## config.mk

```make
export PLATFORM = sky130hd
export DESIGN_NAME = utf8_to_ucs2_decoder
export DESIGN_NICKNAME = d
export VERILOG_FILES = /design/src/hw/rtl/u8u2_pkg.sv /design/src/hw/rtl/utf8_to_ucs2_decoder.sv
export SDC_FILE = /design/constraint.sdc
export NUM_CORES = 1
export LEC_CHECK = 0
export ABC_AREA = 1
export BUFFER_PORTS_ARGS = -buffer_cell sky130_fd_sc_hd__buf_2
export CORE_MARGIN = 2
export CORE_UTILIZATION = 57
export CTS_CLUSTER_DIAMETER = 30
export DETAILED_ROUTE_END_ITERATION = 10
export HOLD_SLACK_MARGIN = 0.02
export PLACE_DENSITY = 0.76
export SYNTH_ARGS = -nofsm -noshare
export SYNTH_HDL_FRONTEND = slang
export SYNTH_SLANG_ARGS = --single-unit
```

## constraint.sdc

```tcl
create_clock -name i_clk -period 5.8 [get_ports i_clk]
set_input_delay 0.58 -clock i_clk [delete_from_list [all_inputs] [get_ports i_clk]]
set_output_delay 0.58 -clock i_clk [all_outputs]
set_load 0.005 [all_outputs]
```

## src/hw/rtl/u8u2_pkg.sv

```systemverilog
// shared types, constants and lead decode helper for the utf-8 to ucs-2 decoder
package u8u2_pkg;

    localparam logic [15:0] CODE_REPLACE  = 16'hFFFD;
    localparam logic [15:0] CODE_TRUNC    = 16'h0000;
    localparam int          PARTIAL_WIDTH = 10;

    typedef struct packed {
        logic [15:0] code_unit;
        logic        run_end;
    } t_result;

    // unit for a lead byte that also ends the message
    function automatic logic [15:0] lead_final_unit(input logic [7:0] b);
        logic [15:0] unit;
        if (!b[7]) begin
            unit = {8'h00, b};
        end else if (b[7:5] == 3'b110 || b[7:4] == 4'b1110) begin
            unit = CODE_TRUNC;
        end else begin
            unit = CODE_REPLACE;
        end
        return unit;
    endfunction

endpackage

```

## src/hw/rtl/utf8_to_ucs2_decoder.sv

```systemverilog
// utf-8 to ucs-2 decoder top level: lead/continuation tracking and result queue
//
// Takes one utf-8 byte per cycle, when ready, on the slave stream (tlast marks the
// final byte of a message) and emits 16-bit ucs-2 code units on the master stream,
// tlast set on the last unit a byte causes. Two- and three-byte sequences are
// assembled in a small phase register; continuation bytes are masked, not checked;
// other leads give 0xFFFD and sequences cut off by the message end give 0. Each
// byte is decoded in the cycle it is accepted and its units go into a four-entry
// result queue, so the block sustains one byte per cycle while the output keeps
// up, with the first unit valid in the cycle after acceptance. A three-byte lead
// followed by a final byte produces two units, which leave one per cycle as the
// output takes them; the input is ready whenever the queue has two free entries.
module utf8_to_ucs2_decoder (
    input  logic        i_clk,
    input  logic        i_rst_n,
    input  logic        s_axis_tvalid,
    output logic        s_axis_tready,
    input  logic [7:0]  s_axis_tdata,   // [7:0] text_byte
    input  logic        s_axis_tlast,   // final_byte
    output logic        m_axis_tvalid,
    input  logic        m_axis_tready,
    output logic [15:0] m_axis_tdata,   // [15:0] code_unit
    output logic        m_axis_tlast    // run_end
);

    localparam int DEPTH   = 4;
    localparam int PTR_W   = $clog2(DEPTH);
    localparam int CNT_W   = $clog2(DEPTH + 1);
    localparam int PW      = u8u2_pkg::PARTIAL_WIDTH;

    typedef enum logic [1:0] {
        PH_IDLE,
        PH_TWO_TAIL,
        PH_THREE_MID,
        PH_THREE_TAIL
    } t_phase;

    t_phase             r_phase, n_phase;
    logic [PW-1:0]      r_partial, n_partial;
    logic [PTR_W-1:0]   r_wr_ptr, r_rd_ptr;
    logic [CNT_W-1:0]   r_count, n_count;
    u8u2_pkg::t_result  r_mem [DEPTH];

    logic               accept;
    logic               pop;
    logic [1:0]         push;
    u8u2_pkg::t_result  res0, res1;
    logic [7:0]         b;
    logic               fin;

    assign b      = s_axis_tdata;
    assign fin    = s_axis_tlast;
    assign accept = s_axis_tvalid && s_axis_tready;
    assign pop    = m_axis_tvalid && m_axis_tready;

    assign s_axis_tready = (r_count <= CNT_W'(DEPTH - 2));
    assign m_axis_tvalid = (r_count != '0);
    assign m_axis_tdata  = r_mem[r_rd_ptr].code_unit;
    assign m_axis_tlast  = r_mem[r_rd_ptr].run_end;

    always_comb begin
        n_phase   = r_phase;
        n_partial = r_partial;
        push      = 2'd0;
        res0      = '{code_unit: u8u2_pkg::CODE_TRUNC, run_end: 1'b1};
        res1      = '{code_unit: u8u2_pkg::lead_final_unit(b), run_end: 1'b1};
        case (r_phase)
            PH_TWO_TAIL, PH_THREE_TAIL: begin
                res0.code_unit = {r_partial, b[5:0]};
                push           = 2'd1;
                n_phase        = PH_IDLE;
                n_partial      = '0;
            end
            PH_THREE_MID: begin
                if (!fin) begin
                    n_partial = {r_partial[3:0], b[5:0]};
                    n_phase   = PH_THREE_TAIL;
                end else begin
                    // sequence cut short: a zero unit, then the byte as a final lead
                    res0.run_end = 1'b0;
                    push         = 2'd2;
                    n_phase      = PH_IDLE;
                    n_partial    = '0;
                end
            end
            default: begin
                if (!b[7]) begin
                    res0.code_unit = {8'h00, b};
                    push           = 2'd1;
                end else if (b[7:5] == 3'b110) begin
                    if (fin) begin
                        push = 2'd1;
                    end else begin
                        n_partial = {5'b0, b[4:0]};
                        n_phase   = PH_TWO_TAIL;
                    end
                end else if (b[7:4] == 4'b1110) begin
                    if (fin) begin
                        push = 2'd1;
                    end else begin
                        n_partial = {6'b0, b[3:0]};
                        n_phase   = PH_THREE_MID;
                    end
                end else begin
                    res0.code_unit = u8u2_pkg::CODE_REPLACE;
                    push           = 2'd1;
                end
            end
        endcase
        if (!accept) begin
            n_phase   = r_phase;
            n_partial = r_partial;
            push      = 2'd0;
        end
        n_count = r_count + CNT_W'(push) - CNT_W'(pop);
    end

    always_ff @(posedge i_clk) begin
        if (!i_rst_n) begin
            r_phase   <= PH_IDLE;
            r_partial <= '0;
            r_wr_ptr  <= '0;
            r_rd_ptr  <= '0;
            r_count   <= '0;
        end else begin
            r_phase   <= n_phase;
            r_partial <= n_partial;
            r_wr_ptr  <= r_wr_ptr + PTR_W'(push);
            r_rd_ptr  <= r_rd_ptr + PTR_W'(pop);
            r_count   <= n_count;
        end
    end

    always_ff @(posedge i_clk) begin
        if (push != 2'd0) begin
            r_mem[r_wr_ptr] <= res0;
        end
        if (push == 2'd2) begin
            r_mem[r_wr_ptr + PTR_W'(1)] <= res1;
        end
    end

    a_count_bound: assert property (@(posedge i_clk) disable iff (!i_rst_n)
        r_count <= CNT_W'(DEPTH))
        else $error("result queue overflow");

    a_msg_end_idle: assert property (@(posedge i_clk) disable iff (!i_rst_n)
        accept && s_axis_tlast |=> r_phase == PH_IDLE)
        else $error("phase not idle after final byte");

    a_two_tail_bits: assert property (@(posedge i_clk) disable iff (!i_rst_n)
        r_phase == PH_TWO_TAIL |-> r_partial[PW-1:5] == '0)
        else $error("two-byte partial has stray high bits");

    a_mid_bits: assert property (@(posedge i_clk) disable iff (!i_rst_n)
        r_phase == PH_THREE_MID |-> r_partial[PW-1:4] == '0)
        else $error("three-byte lead partial has stray high bits");

    a_pair_source: assert property (@(posedge i_clk) disable iff (!i_rst_n)
        push == 2'd2 |-> accept && s_axis_tlast && r_phase == PH_THREE_MID)
        else $error("two units pushed outside a cut-short sequence");

endmodule

```

==> impl_metrics.py <==
metrics = {
    "logic_synthesis": {
        "synth_ff_type": "edfxtp_1",
        "syn_avg_cell_area_um2": 8.77,
        "synth-seq-cells": 87,
        "synth_enable_flop_cells": 64,
        "async_reset_ff_share_pct": 0,
        "syn-instance-count": 517,
        "yosys_warnings": 0,
        "synth_seq_area_share_pct": 52.6,
        "mappedNetlistNets": 536,
        "synth_cell_types": 32,
        "synth_area_um2": 4530,
    },
    "grt": {
        "grt.total_usage_pct": 26.3,
        "first_global_vias": 3563,
        "overflow": 0,
        "antenna_found_initial": 1,
        "grt_max_degree": 37,
        "grt_pass1_wl_mm": 17.5,
    },
    "drt": {
        "vias": 3654,
        "drt-pass1-iter-count": 5,
        "wl_per_cell_um": 16.1,
        "drc": 0,
        "drt-total-wl_mm": 10.5,
        "viasPerCell": 5.63,
        "drt_iter0_markers": 323,
        "drtAntennaViolNets": 0,
    },
    "job": {
        "max_cap_viol_count": 0,
    },
    "finish": {
        "final_cells": 649,
        "diodes": 0,
        "final_net_count": 561,
        "fin_area_um2": 4910,
        "fillers": 671,
        "drive_gt1_share_pct": 13.3,
        "syn_to_final_growth_pct": 8.36,
        "final_util_pct": 63.6,
    },
    "placement": {
        "port_buffers": 31,
        "dpl_cell_area_um2": 4720,
        "place.gp.congestion": 0.922,
        "dp_cells": 633,
        "hpwl_mm": 7.41,
    },
    "clocking": {
        "numCtsBuffers": 9,
        "htreeDepth": 3,
        "cts.clk_slew.worst_paths_ns": 0.09,
        "cts_sinks": 87,
        "ctsResizeCount": 0,
        "cts_tree": "yes",
        "cts_hold_buf": 0,
        "cts_root_buf": "clkbuf_8",
        "insertion_delay_ns": 0.36,
        "clockBufferDepth": 2,
        "cts_setup_buffers": 0,
    },
    "sta": {
        "finalSetupViolCount": 0,
        "period_share_pct": 47.5,
        "hold_violations": 0,
        "fin_setup_tns_ns": 0,
        "slew_viol_final": 0,
        "rsz0062_at_grt": "no",
        "fmax_ghz": 0.363,
        "max_slew_margin_pct": 39.8,
        "tightestPinTransition_ns": 0.902,
        "skew_ns": 0.0134,
        "period_needed_ns": 2.76,
    },
    "pwr": {
        "ir_drop_mv": 0.247,
        "powerDensity_nw_per_um2": 404,
        "finalPower_mw": 1.99,
        "leakagePower_nw": 2.04,
    },
    "setup_path": {
        "cp-end-kind": "output port",
        "path_class": "flop to output port",
        "worstPathMaxFanout": 36,
        "critPathArrivalTime_ns": 2.18,
        "worst_ep_required_time_ns": 5.22,
        "cp-start-kind": "flop",
    },
    "floorplan": {
        "io_pins": 32,
        "die-area_um2": 8680,
        "initial_core_util_pct": 58.7,
        "die_w_um": 93.2,
        "die_h_um": 93.2,
        "placementRows": 32,
        "coreArea_um2": 7730,
    },
    "status": {
        "status": "complete, no violations",
    },
    "min_path": {
        "hold_path.class": "flop to flop",
    },
}
report_power, final:
group	switching, mW	leakage [nW]	internal, mW	total [mW]
clock network	0.226	0.0933	0.202	0.428
registers	0.0581	0.729	0.807	0.865
logic	0.454	1.22	0.239	0.693
layout by cell type (no fill, tap or decap), types with 3 or more instances in the layout:
master,instances
nand2_1,98
o21ai_0,79
edfxtp_1,64
inv_1,61
nor2_1,58
buf_2,31
o21ai_1,23
dfxtp_1,23
o22ai_1,21
a21oi_1,14
clkbuf_8,9
nand3_1,8
nand4_1,8
nand2_4,7
nand2_2,5
nand3_2,5
ha_1,5
inv_2,3
o211ai_1,3
synthesized netlist by cell type (all sizes together) (6+ instances only):
| library cell | instances | area [um2] |
|---|---|---|
| nand3 | 14 | 108 |
| o22ai | 21 | 131 |
| nand4 | 9 | 62.6 |
| o21ai | 102 | 510 |
| edfxtp | 64 | 1920 |
| nand2 | 111 | 498 |
| inv | 64 | 240 |
| dfxtp | 23 | 460 |
| nor2 | 60 | 249 |
| a21oi | 15 | 86.3 |
| clkbuf | 12 | 45.0 |
| buf | 6 | 61.3 |
final timing paths:
path	start	cells after the start	slack [ns]	to
max	r_rd_ptr[0]	5	3.04	m_axis_tdata[13]
min	r_partial[4]	2	0.48	r_partial[4]
max reg2reg	r_phase[0]	8	3.43	r_mem[0][6]
min reg2reg	r_partial[4]	2	0.48	r_partial[4]
registers in the layout, indices dropped and copies added, names as in the netlist:
signal and flops:
r_count 3, r_wr_ptr 2, r_mem 68, r_phase 2, r_partial 10, r_rd_ptr 2
per-layer routing:
layer / GRT usage, % / vias up / wire (um)
li1: - / 1805 / -
met1: 36.3 / 1696 / 4680
met2: 42.4 / 135 / 4880
met3: 5.00 / 16 / 732
met4: 8.21 / 2 / 160
met5: 0 / - / 10
final cells by class:
type,count,area (um2),area share [%]
Multi-Input combinational cell,347,1800,36.7
Clock buffer,10,128,2.60
Tap cell,102,128,2.60
Clock inverter,6,67.6,1.38
Inverter,65,244,4.97
Timing Repair Buffer,32,163,3.31
Sequential cell,87,2380,48.5
per-stage QoR:
| step | setup slack (ns) | hold WS [ns] |
|---|---|---|
| after floorplan | 3.58 | 0.424 |
| after global placement | 3.34 | 0.451 |
| after detailed placement | 3.21 | 0.463 |
| after CTS | 3.02 | 0.480 |
| after global routing | 2.83 | 0.508 |
| final | 3.04 | 0.478 |
worst max-delay path, cell delays in order (launching register included):
cell and delay (ns):
dfxtp_1 0.31, buf_4 0.22, inv_1 0.70, o21ai_0 0.27, o22ai_1 0.16, buf_2 0.13
kinds of logic after synthesis:
family	after synthesis	share of synthesized area [%]
fa+ha+maj	6	1.82
simple gates	194	20.2
buf+inv	83	7.73
compound gates	143	16.9
xor+xnor	4	0.773
flops	87	52.6
Note: power is estimated with default switching activity, not from simulation.
